### src/hw/rtl/lruk_pkg.sv
// ----------------------------------------------------------------------------
// lruk_pkg: shared types and constants of the LRU-K frame replacer
// Payload structs, operation and status codes, and list engine control.
// ----------------------------------------------------------------------------
package lruk_pkg;

  localparam int MaxFrames = 64;
  localparam int FrameW    = $clog2(MaxFrames);
  localparam int CountW    = $clog2(MaxFrames + 1);
  localparam int HitW      = 4;
  localparam int CfgIdxW   = 1;
  localparam int CfgDataW  = 7;

  localparam logic [HitW-1:0]   KReset      = 4'd2;
  localparam logic [CountW-1:0] FramesReset = CountW'(MaxFrames);

  localparam logic [CfgIdxW-1:0] CFG_HISTORY_DEPTH = 1'b0;
  localparam logic [CfgIdxW-1:0] CFG_FRAMES_IN_USE = 1'b1;

  typedef enum logic [1:0] {
    OP_RECORD    = 2'd0,
    OP_SET_EVICT = 2'd1,
    OP_REMOVE    = 2'd2,
    OP_EVICT     = 2'd3
  } opcode_e;

  typedef enum logic [1:0] {
    ST_OK            = 2'd0,
    ST_RANGE         = 2'd1,
    ST_NOT_EVICTABLE = 2'd2,
    ST_NO_VICTIM     = 2'd3
  } status_e;

  typedef struct packed {
    opcode_e           opcode;
    logic [FrameW-1:0] frame_index;
    logic              evictable_flag;
  } lruk_in_t;

  typedef struct packed {
    status_e           status;
    logic [FrameW-1:0] victim_frame;
    logic [CountW-1:0] evictable_total;
  } lruk_out_t;

  // command to the list engine: scan pass (find and delete) or append
  typedef struct packed {
    logic              scan;
    logic              append;
    logic              sel;      // 0 young list, 1 old list
    logic              by_mark;  // match on evictable mark instead of frame
    logic [FrameW-1:0] frame;
  } lruk_cmd_t;

  typedef struct packed {
    logic              done;
    logic              found;
    logic [FrameW-1:0] victim;
  } lruk_eng_t;

endpackage

### src/hw/rtl/lru_k_frame_replacer.sv
// ----------------------------------------------------------------------------
// lru_k_frame_replacer: LRU-K victim chooser for buffer frames
// Tracks per-frame hit counts and evictable marks, keeps young and old
// frame lists, and answers record, set evictable, remove and evict.
// ----------------------------------------------------------------------------
// Flow: set evictable and rejected frames go from the read state straight to
// the result state; record and remove walk the list that holds the frame when
// it must move or leave; evict walks the young list and then, if no victim
// is found there, the old list (a frame sits in one list at most).
// Throughput: one operation at a time; the list engine walks its list memory
// one entry per cycle.
// Reset: control state, counts and marks clear at once; no clearing pass.
module lru_k_frame_replacer
  import lruk_pkg::*;
(
  input  logic                clk_i,
  input  logic                rst_ni,
  input  logic                in_valid_i,
  output logic                in_ready_o,
  input  lruk_in_t            in_data_i,
  output logic                out_valid_o,
  input  logic                out_ready_i,
  output lruk_out_t           out_data_o,
  input  logic                cfg_valid_i,
  output logic                cfg_ready_o,
  input  logic [CfgIdxW-1:0]  cfg_index_i,
  input  logic [CfgDataW-1:0] cfg_data_i
);

  typedef enum logic [6:0] {
    S_IDLE = 7'b0000001,
    S_READ = 7'b0000010,
    S_DEL  = 7'b0000100,
    S_APP  = 7'b0001000,
    S_EVY  = 7'b0010000,
    S_EVO  = 7'b0100000,
    S_OUT  = 7'b1000000
  } state_e;

  state_e state_q, state_d;

  logic [HitW-1:0]      k_q;
  logic [CountW-1:0]    frames_q;
  opcode_e              op_q;
  logic [FrameW-1:0]    f_q;
  logic                 flag_q;
  logic [HitW-1:0]      hc_rd_q;
  logic [HitW-1:0]      hc_mem [MaxFrames];
  logic [MaxFrames-1:0] tracked_q;
  logic [MaxFrames-1:0] mark_q;
  logic [MaxFrames-1:0] in_old_q;
  logic [CountW-1:0]    evict_cnt_q;
  status_e              status_q;
  logic [FrameW-1:0]    victim_q;
  logic                 app_sel_q;
  logic                 out_valid_q;
  lruk_out_t            out_q;

  lruk_cmd_t eng_cmd;
  lruk_eng_t eng_stat;

  logic            in_fire;
  logic            cfg_fire;
  logic            cur_tracked;
  logic            cur_old;
  logic            cur_mark;
  logic [HitW-1:0] cnt;
  logic [HitW-1:0] k_eff;
  logic [HitW-1:0] c_new;
  logic            to_old;
  logic            need_move;
  logic            range_err;
  logic            out_load;

  assign in_ready_o  = (state_q == S_IDLE);
  assign in_fire     = in_valid_i && in_ready_o;
  assign cfg_ready_o = 1'b1;
  assign cfg_fire    = cfg_valid_i && cfg_ready_o;

  assign cur_tracked = tracked_q[f_q];
  assign cur_old     = in_old_q[f_q];
  assign cur_mark    = mark_q[f_q];
  assign cnt         = cur_tracked ? hc_rd_q : '0;
  assign k_eff       = (k_q == '0) ? HitW'(1) : k_q;
  assign c_new       = (cnt >= k_eff) ? k_eff : HitW'(cnt + 1'b1);
  assign to_old      = (c_new >= k_eff);
  // a young frame that stays young keeps its place
  assign need_move   = to_old || !cur_tracked || cur_old;
  assign range_err   = ({1'b0, f_q} >= frames_q);
  assign out_load    = (state_q == S_OUT) && (!out_valid_q || out_ready_i);

  lruk_list_engine u_list (
    .clk_i  (clk_i),
    .rst_ni (rst_ni),
    .cmd_i  (eng_cmd),
    .mark_i (mark_q),
    .stat_o (eng_stat)
  );

  always_comb begin
    state_d         = state_q;
    eng_cmd         = '0;
    eng_cmd.frame   = f_q;
    eng_cmd.sel     = cur_old;
    case (state_q)
      S_IDLE: begin
        if (in_fire) begin
          state_d = S_READ;
        end
      end
      S_READ: begin
        if (op_q == OP_EVICT) begin
          eng_cmd.scan    = 1'b1;
          eng_cmd.sel     = 1'b0;
          eng_cmd.by_mark = 1'b1;
          state_d         = S_EVY;
        end else if (range_err) begin
          state_d = S_OUT;
        end else if (op_q == OP_RECORD) begin
          if (!need_move) begin
            state_d = S_OUT;
          end else if (cur_tracked) begin
            eng_cmd.scan = 1'b1;
            state_d      = S_DEL;
          end else begin
            state_d = S_APP;
          end
        end else if (op_q == OP_REMOVE) begin
          if (cur_tracked && cur_mark) begin
            eng_cmd.scan = 1'b1;
            state_d      = S_DEL;
          end else begin
            state_d = S_OUT;
          end
        end else begin
          state_d = S_OUT;
        end
      end
      S_DEL: begin
        if (eng_stat.done) begin
          state_d = (op_q == OP_RECORD) ? S_APP : S_OUT;
        end
      end
      S_APP: begin
        eng_cmd.append = 1'b1;
        eng_cmd.sel    = app_sel_q;
        state_d        = S_OUT;
      end
      S_EVY: begin
        if (eng_stat.done) begin
          if (eng_stat.found) begin
            state_d = S_OUT;
          end else begin
            eng_cmd.scan    = 1'b1;
            eng_cmd.sel     = 1'b1;
            eng_cmd.by_mark = 1'b1;
            state_d         = S_EVO;
          end
        end
      end
      S_EVO: begin
        if (eng_stat.done) begin
          state_d = S_OUT;
        end
      end
      S_OUT: begin
        if (out_load) begin
          state_d = S_IDLE;
        end
      end
      default: begin
        state_d = S_IDLE;
      end
    endcase
  end

  // hit count memory: reads at transfer, entries behind tracked_q
  always_ff @(posedge clk_i) begin
    if (in_fire) begin
      hc_rd_q <= hc_mem[in_data_i.frame_index];
    end
    if (state_q == S_READ && op_q == OP_RECORD && !range_err) begin
      hc_mem[f_q] <= c_new;
    end
  end

  always_ff @(posedge clk_i or negedge rst_ni) begin
    if (!rst_ni) begin
      state_q     <= S_IDLE;
      k_q         <= KReset;
      frames_q    <= FramesReset;
      op_q        <= OP_RECORD;
      f_q         <= '0;
      flag_q      <= 1'b0;
      tracked_q   <= '0;
      mark_q      <= '0;
      in_old_q    <= '0;
      evict_cnt_q <= '0;
      status_q    <= ST_OK;
      victim_q    <= '0;
      app_sel_q   <= 1'b0;
      out_valid_q <= 1'b0;
      out_q       <= '0;
    end else begin
      state_q <= state_d;

      if (cfg_fire) begin
        case (cfg_index_i)
          CFG_HISTORY_DEPTH: k_q      <= cfg_data_i[HitW-1:0];
          CFG_FRAMES_IN_USE: frames_q <= cfg_data_i[CountW-1:0];
          default: ;
        endcase
      end

      if (in_fire) begin
        op_q     <= in_data_i.opcode;
        f_q      <= in_data_i.frame_index;
        flag_q   <= in_data_i.evictable_flag;
        status_q <= ST_OK;
        victim_q <= '0;
      end

      if (state_q == S_READ && op_q != OP_EVICT) begin
        if (range_err) begin
          status_q <= ST_RANGE;
        end else begin
          case (op_q)
            OP_RECORD: begin
              tracked_q[f_q] <= 1'b1;
              app_sel_q      <= to_old;
              if (need_move) begin
                in_old_q[f_q] <= to_old;
              end
            end
            OP_SET_EVICT: begin
              if (cur_tracked) begin
                if (!cur_mark && flag_q) begin
                  evict_cnt_q <= evict_cnt_q + 1'b1;
                end
                if (cur_mark && !flag_q && evict_cnt_q != '0) begin
                  evict_cnt_q <= evict_cnt_q - 1'b1;
                end
                mark_q[f_q] <= flag_q;
              end
            end
            OP_REMOVE: begin
              if (cur_tracked) begin
                if (!cur_mark) begin
                  status_q <= ST_NOT_EVICTABLE;
                end else begin
                  tracked_q[f_q] <= 1'b0;
                  mark_q[f_q]    <= 1'b0;
                  if (evict_cnt_q != '0) begin
                    evict_cnt_q <= evict_cnt_q - 1'b1;
                  end
                end
              end
            end
            default: ;
          endcase
        end
      end

      // the engine already dropped the victim from its list
      if ((state_q == S_EVY || state_q == S_EVO) && eng_stat.done) begin
        if (eng_stat.found) begin
          victim_q                  <= eng_stat.victim;
          tracked_q[eng_stat.victim] <= 1'b0;
          mark_q[eng_stat.victim]    <= 1'b0;
          if (evict_cnt_q != '0) begin
            evict_cnt_q <= evict_cnt_q - 1'b1;
          end
        end else if (state_q == S_EVO) begin
          status_q <= ST_NO_VICTIM;
        end
      end

      if (out_ready_i) begin
        out_valid_q <= 1'b0;
      end
      if (out_load) begin
        out_valid_q           <= 1'b1;
        out_q.status          <= status_q;
        out_q.victim_frame    <= victim_q;
        out_q.evictable_total <= evict_cnt_q;
      end
    end
  end

  assign out_valid_o = out_valid_q;
  assign out_data_o  = out_q;

  a_state_onehot: assert property (@(posedge clk_i) disable iff (!rst_ni)
    $onehot(state_q))
    else $error("sequencer state not one-hot");

  a_done_in_wait: assert property (@(posedge clk_i) disable iff (!rst_ni)
    eng_stat.done |-> (state_q == S_DEL || state_q == S_EVY || state_q == S_EVO))
    else $error("list engine finished while sequencer was not waiting");

  a_cnt_bound: assert property (@(posedge clk_i) disable iff (!rst_ni)
    evict_cnt_q <= CountW'(MaxFrames))
    else $error("evictable count above frame count");

  a_out_load: assert property (@(posedge clk_i) disable iff (!rst_ni)
    (state_q == S_OUT && !out_valid_q) |=> out_valid_o)
    else $error("result not presented after finishing an operation");

  a_scan_start: assert property (@(posedge clk_i) disable iff (!rst_ni)
    eng_cmd.scan |-> (state_q == S_READ || state_q == S_EVY))
    else $error("list scan started outside of a dispatch state");

endmodule

### src/hw/rtl/lruk_list_engine.sv
// ----------------------------------------------------------------------------
// lruk_list_engine: ordered frame lists of the LRU-K replacer
// Holds the young and old lists in one memory and walks them one entry per
// cycle, finding a frame or the first evictable one and closing the gap.
// ----------------------------------------------------------------------------
module lruk_list_engine
  import lruk_pkg::*;
(
  input  logic                 clk_i,
  input  logic                 rst_ni,
  input  lruk_cmd_t            cmd_i,
  input  logic [MaxFrames-1:0] mark_i,
  output lruk_eng_t            stat_o
);

  localparam int AddrW = FrameW + 1;

  logic [FrameW-1:0] order_mem [2*MaxFrames];

  logic [CountW-1:0] len_q [2];
  logic              busy_q;
  logic              sel_q;
  logic              by_mark_q;
  logic [FrameW-1:0] frame_q;
  logic [CountW-1:0] idx_q;
  logic              rd_valid_q;
  logic [FrameW-1:0] rd_idx_q;
  logic [FrameW-1:0] rd_data_q;
  logic              found_q;
  logic [FrameW-1:0] victim_q;
  logic              done_q;

  logic [CountW-1:0] cur_len;
  logic              rd_en;
  logic              match;
  logic              shift_we;
  logic              finish;
  logic [AddrW-1:0]  rd_addr;
  logic [AddrW-1:0]  shift_addr;
  logic [AddrW-1:0]  app_addr;
  logic [FrameW-1:0] prev_idx;
  logic [CountW-1:0] app_len;

  assign cur_len    = len_q[sel_q];
  assign rd_en      = busy_q && (idx_q < cur_len);
  assign match      = by_mark_q ? mark_i[rd_data_q] : (rd_data_q == frame_q);
  assign shift_we   = rd_valid_q && found_q;
  assign finish     = busy_q && !rd_en && !rd_valid_q;
  assign prev_idx   = rd_idx_q - 1'b1;
  assign app_len    = len_q[cmd_i.sel];
  assign rd_addr    = {sel_q, idx_q[FrameW-1:0]};
  assign shift_addr = {sel_q, prev_idx};
  assign app_addr   = {cmd_i.sel, app_len[FrameW-1:0]};

  // entries behind the match move one place toward the head
  always_ff @(posedge clk_i) begin
    if (rd_en) begin
      rd_data_q <= order_mem[rd_addr];
    end
    if (shift_we) begin
      order_mem[shift_addr] <= rd_data_q;
    end else if (cmd_i.append) begin
      order_mem[app_addr] <= cmd_i.frame;
    end
  end

  always_ff @(posedge clk_i or negedge rst_ni) begin
    if (!rst_ni) begin
      len_q[0]   <= '0;
      len_q[1]   <= '0;
      busy_q     <= 1'b0;
      sel_q      <= 1'b0;
      by_mark_q  <= 1'b0;
      frame_q    <= '0;
      idx_q      <= '0;
      rd_valid_q <= 1'b0;
      rd_idx_q   <= '0;
      found_q    <= 1'b0;
      victim_q   <= '0;
      done_q     <= 1'b0;
    end else begin
      done_q <= 1'b0;
      if (cmd_i.scan) begin
        busy_q     <= 1'b1;
        sel_q      <= cmd_i.sel;
        by_mark_q  <= cmd_i.by_mark;
        frame_q    <= cmd_i.frame;
        idx_q      <= '0;
        rd_valid_q <= 1'b0;
        found_q    <= 1'b0;
      end else if (busy_q) begin
        if (rd_en) begin
          idx_q <= idx_q + 1'b1;
        end
        rd_valid_q <= rd_en;
        rd_idx_q   <= idx_q[FrameW-1:0];
        if (rd_valid_q && !found_q && match) begin
          found_q  <= 1'b1;
          victim_q <= rd_data_q;
        end
        if (finish) begin
          busy_q <= 1'b0;
          done_q <= 1'b1;
          if (found_q) begin
            len_q[sel_q] <= cur_len - 1'b1;
          end
        end
      end
      if (cmd_i.append) begin
        len_q[cmd_i.sel] <= app_len + 1'b1;
      end
    end
  end

  assign stat_o.done   = done_q;
  assign stat_o.found  = found_q;
  assign stat_o.victim = victim_q;

endmodule
### config.mk
export PLATFORM = sky130hd
export DESIGN_NAME = lru_k_frame_replacer
export DESIGN_NICKNAME = d
export VERILOG_FILES = /design/src/hw/rtl/lruk_pkg.sv /design/src/hw/rtl/lru_k_frame_replacer.sv /design/src/hw/rtl/lruk_list_engine.sv
export SDC_FILE = /design/constraint.sdc
export NUM_CORES = 2
export LEC_CHECK = 0
export BUFFER_PORTS_ARGS = -buffer_cell sky130_fd_sc_hd__buf_2
export CAP_MARGIN = 20
export CORE_MARGIN = 3
export CORE_UTILIZATION = 55
export CTS_CLUSTER_SIZE = 40
export DETAILED_ROUTE_END_ITERATION = 7
export PLACE_DENSITY_LB_ADDON = 0.3
export SYNTH_ARGS = -nofsm -noshare
export SYNTH_HDL_FRONTEND = slang
export SYNTH_SLANG_ARGS = --single-unit
### constraint.sdc
create_clock -name clk_i -period 25.5 [get_ports clk_i]
set_clock_uncertainty 0.1 [all_clocks]
set_input_delay 2.55 -clock clk_i [delete_from_list [all_inputs] [get_ports clk_i]]
set_output_delay 2.55 -clock clk_i [all_outputs]
set_load 0.02 [all_outputs]
==> results.md <==
* Achievable Freq at 0.119 GHz
* Detail Placement HPWL at 99,300 um
* Placed Cells at 5,181
* Core Box Area at 106,000 um2
* Internal power at 0.00394 W
* Synth area leader: edfxtp_1
* # DRC at 0
* Congestion Overflow GR at 0
* Final Cycle Share at 0.330
* Mapped Area at 59,300 um2
* Post-synth EDFFs at 1,034
* Initial core utilization at 0.559
* Via density at 6.78
* RSZ-0062 raised after global routing: false
* Gpl congestion at 0.982
* Worst Path Max Fanout at 65
* Power Total at 0.00558 W
* Met3 Wirelength at 14,900 um
* CTS max path bufs at 3
* CTS Buf Count at 133
* Final std cells w/o fill at 5,431
* Cts repair resizes at 0
* Vias in the first global route at 36,900
* Via count at 36,800
* Clk_lat worst skew at 760 ps
* Synthesized area per cell at 15.0 um2
* Initial antenna violation count at 3
* CP peak stage delay at 740 ps
* WHS Path Cells at 2
* Port bufs at 38
* Buffers and inverters on the worst path at 4
* Largest net degree at the start of global routing at 170
* Seq cells post-synth at 1,330
* Clock tree sinks at 1,330
* I/O pin total at 40
* Max layer used: met5
* Most frequent cells in the layout: 1,034 x edfxtp_1, 369 x mux4_2, 366 x nor2_1, 353 x nand2_1, 286 x dfrtp_1
* Mapped Nets at 4,005
* CP endpoint kind: register
* Wire length on met2 at 78,500 um
* Hold Path Class: register to register
* Part of the power in registers at 0.452
* Final TNS setup at 0 ps
* CP most frequent cell: buf_4
* Routed Antenna Nets at 0
* Max Slew Vio Count at 0
* Final setup fails at 0
* Worst path slowest cell: dfrtp_2
* Async S/R FF share, synth at 0.223
* Peak supply drop at 0.0826 mV
* Final Hold Viols at 0
* H-Tree Depth at 4
* Post-synthesis sequential area ratio at 0.648
* First-pass GRT wire length at 243,000 um
* Worst min-delay path startpoint: out_data_o[0]$_DFFE_PN0P_
* Commonest non-fill, non-tap cell in the layout: edfxtp_1
* Final Instance Area at 65,500 um2
* Max-cap viol count at 0
* Share of the synthesized area in the top cell type at 0.523
* Die Span X at 334 um
* Post-DP Area at 60,900 um2
* Primary FF master, synth: edfxtp_1
* Critical path startpoint category: register
* Required time worst endpoint at 26,040 ps
* Synth top area cells: edfxtp_1 52%, mux4_2 14%, dfrtp_1 12%
* Drt wl/cell at 29.7 um
* CTS tree: done
* NetSw at 0.00165 W
* Routed Wire Length at 162,000 um
* Minimum clock period at 8420 ps
* Die height at 334 um
* Power Dens Cells at 85.2 nW/um2
* Cells on worst reg2reg path at 25
* Die footprint at 112,000 um2
* Critical R2R Launch: f_q[1]$_DFFE_PN0P_
* Total GRT Usage at 0.291
* Detailed Route Iter0 Violations at 5,465
* Sw Ratio at 0.295
* Share of layout cells above drive strength 1 at 0.215
* Pleak at 21.8 nW
* Synth unique cells at 96
* Slew margin rel. at 0.216
* Type of the worst setup path: register to register
* DR pass1 iterations at 7
* Postcts setup bufs at 0
* Worst setup startpoint: f_q[1]$_DFFE_PN0P_
* Root buffer cell: clkbuf_16
* Nets@finish at 3,983
* Layout area overhead at 10.4%
* Syn. warnings at 0
* Clock network power share at 0.362
* WL met1 at 59,400 um
* Top delay family on crit path: simple AND/OR/NAND/NOR gates
* Worst Tran Pin Value at 1170 ps
* Reg clk slew, reported paths at 60 ps
* Data arrival time of the worst path at 8960 ps
* Hold-fix buffers at CTS at 0
* Row cnt at 119
* Comb pwr share at 0.186
* Synth Instances at 3,953
* Critical path depth at 25
* Run status: complete, no violations
## routing by layer
metal,global-route usage,vias up
li1,-,15400
met1,0.385,18700
met2,0.468,2273
met3,0.0582,503
met4,0.142,2
met5,0,-
## cell usage after synthesis, types with 10 or more instances
cell and count:
a211oi_1 16, a21o_1 11, a21oi_1 139, a22oi_1 16, a31o_2 45, a31oi_1 30
and2_1 19, and3_1 14, buf_1 38, buf_2 35, clkbuf_1 184, dfrtp_1 293
edfxtp_1 1034, ha_1 30, inv_1 37, mux2_1 17, mux2_2 61, mux2i_1 39
mux4_2 369, nand2_1 358, nand2b_1 25, nand3_1 101, nand4_1 10, nor2_1 366
nor2b_1 15, nor3_1 40, nor3b_1 10, o211ai_1 26, o21a_1 41, o21ai_0 261
o21ai_1 11, o221ai_1 37, o31ai_1 14, or2_2 12, or3_1 10, xnor2_1 14
xor2_1 19
## through the flow
stage	worst slack, ps	utilization	hold slack, ps
floorplan	17290	-	343
finish	17080	0.617	382
global placement	17080	0.574	362
detailed placement	17000	0.574	371
CTS	17020	0.616	384
global route	16620	0.617	407
## state kept, by name, summed over array words and instances (netlist names), 4 cells and up
register          flops
evict_cnt_q           7
f_q                   6
frames_q              7
hc_mem              256
hc_rd_q               4
in_old_q             64
k_q                   4
mark_q               64
out_data_o           15
state_q               7
tracked_q            64
u_list.frame_q        6
u_list.idx_q          7
u_list.len_q         14
u_list.order_mem    768
u_list.rd_data_q      6
u_list.rd_idx_q       6
u_list.victim_q       6
victim_q              6
## area by class of cell
type	count	area, um2
Fill cell	7602	40700
Sequential cell	1330	38500
Multi-Input combinational cell	2309	19800
Clock buffer	173	3660
Tap cell	1391	1740
Timing Repair Buffer	118	901
Clock inverter	69	831
Inverter	39	146
Antenna cell	2	5.00
## tightest hold or removal path: stages, from the launching register on
cell and delay (ps):
dfrtp_1 340, nand2_1 50, o21ai_0 60
## kinds of logic (layout without fill, tap and decap cells)
family | Yosys count | count (layout) | share of synthesized area
xor gates and xnor gates | 33 | 33 | 0.00487
buffers and inverters | 314 | 399 | 0.0224
and+or+nand+nor | 1024 | 1024 | 0.0762
other | 1 | 3 | 0.0000632
adders and majority gates | 31 | 31 | 0.00649
AOI/OAI and AO/OA | 726 | 726 | 0.0781
DFF | 1330 | 1330 | 0.648
muxes | 494 | 494 | 0.164
## power groups by stage
stage	registers (W)	logic, W	clock network, W
final	0.00252	0.00104	0.00202
after global routing	0.00253	0.00110	0.00213
after CTS	0.00252	0.000996	0.00204
after detailed placement	0.00256	0.000991	0
after global placement	0.00256	0.000974	0
after floorplan	0.00253	0.000680	0
## path summary, 6_finish.rpt
| check | end | slack, ps |
|---|---|---|
| min in group asynchronous | evict_cnt_q[5]$_DFF_PN0_ | 1790 |
| worst min register to register | out_data_o[0]$_DFFE_PN0P_ | 380 |
| worst min-delay path | out_data_o[0]$_DFFE_PN0P_ | 380 |
| worst max-delay path | u_list.rd_idx_q[1]$_DFFE_PN0P_ | 17080 |
| worst max register to register | u_list.rd_idx_q[1]$_DFFE_PN0P_ | 17080 |
| max in group asynchronous | u_list.idx_q[1]$_DFFE_PN0P_ | 21920 |
Note: power is estimated with default switching activity, not from simulation.
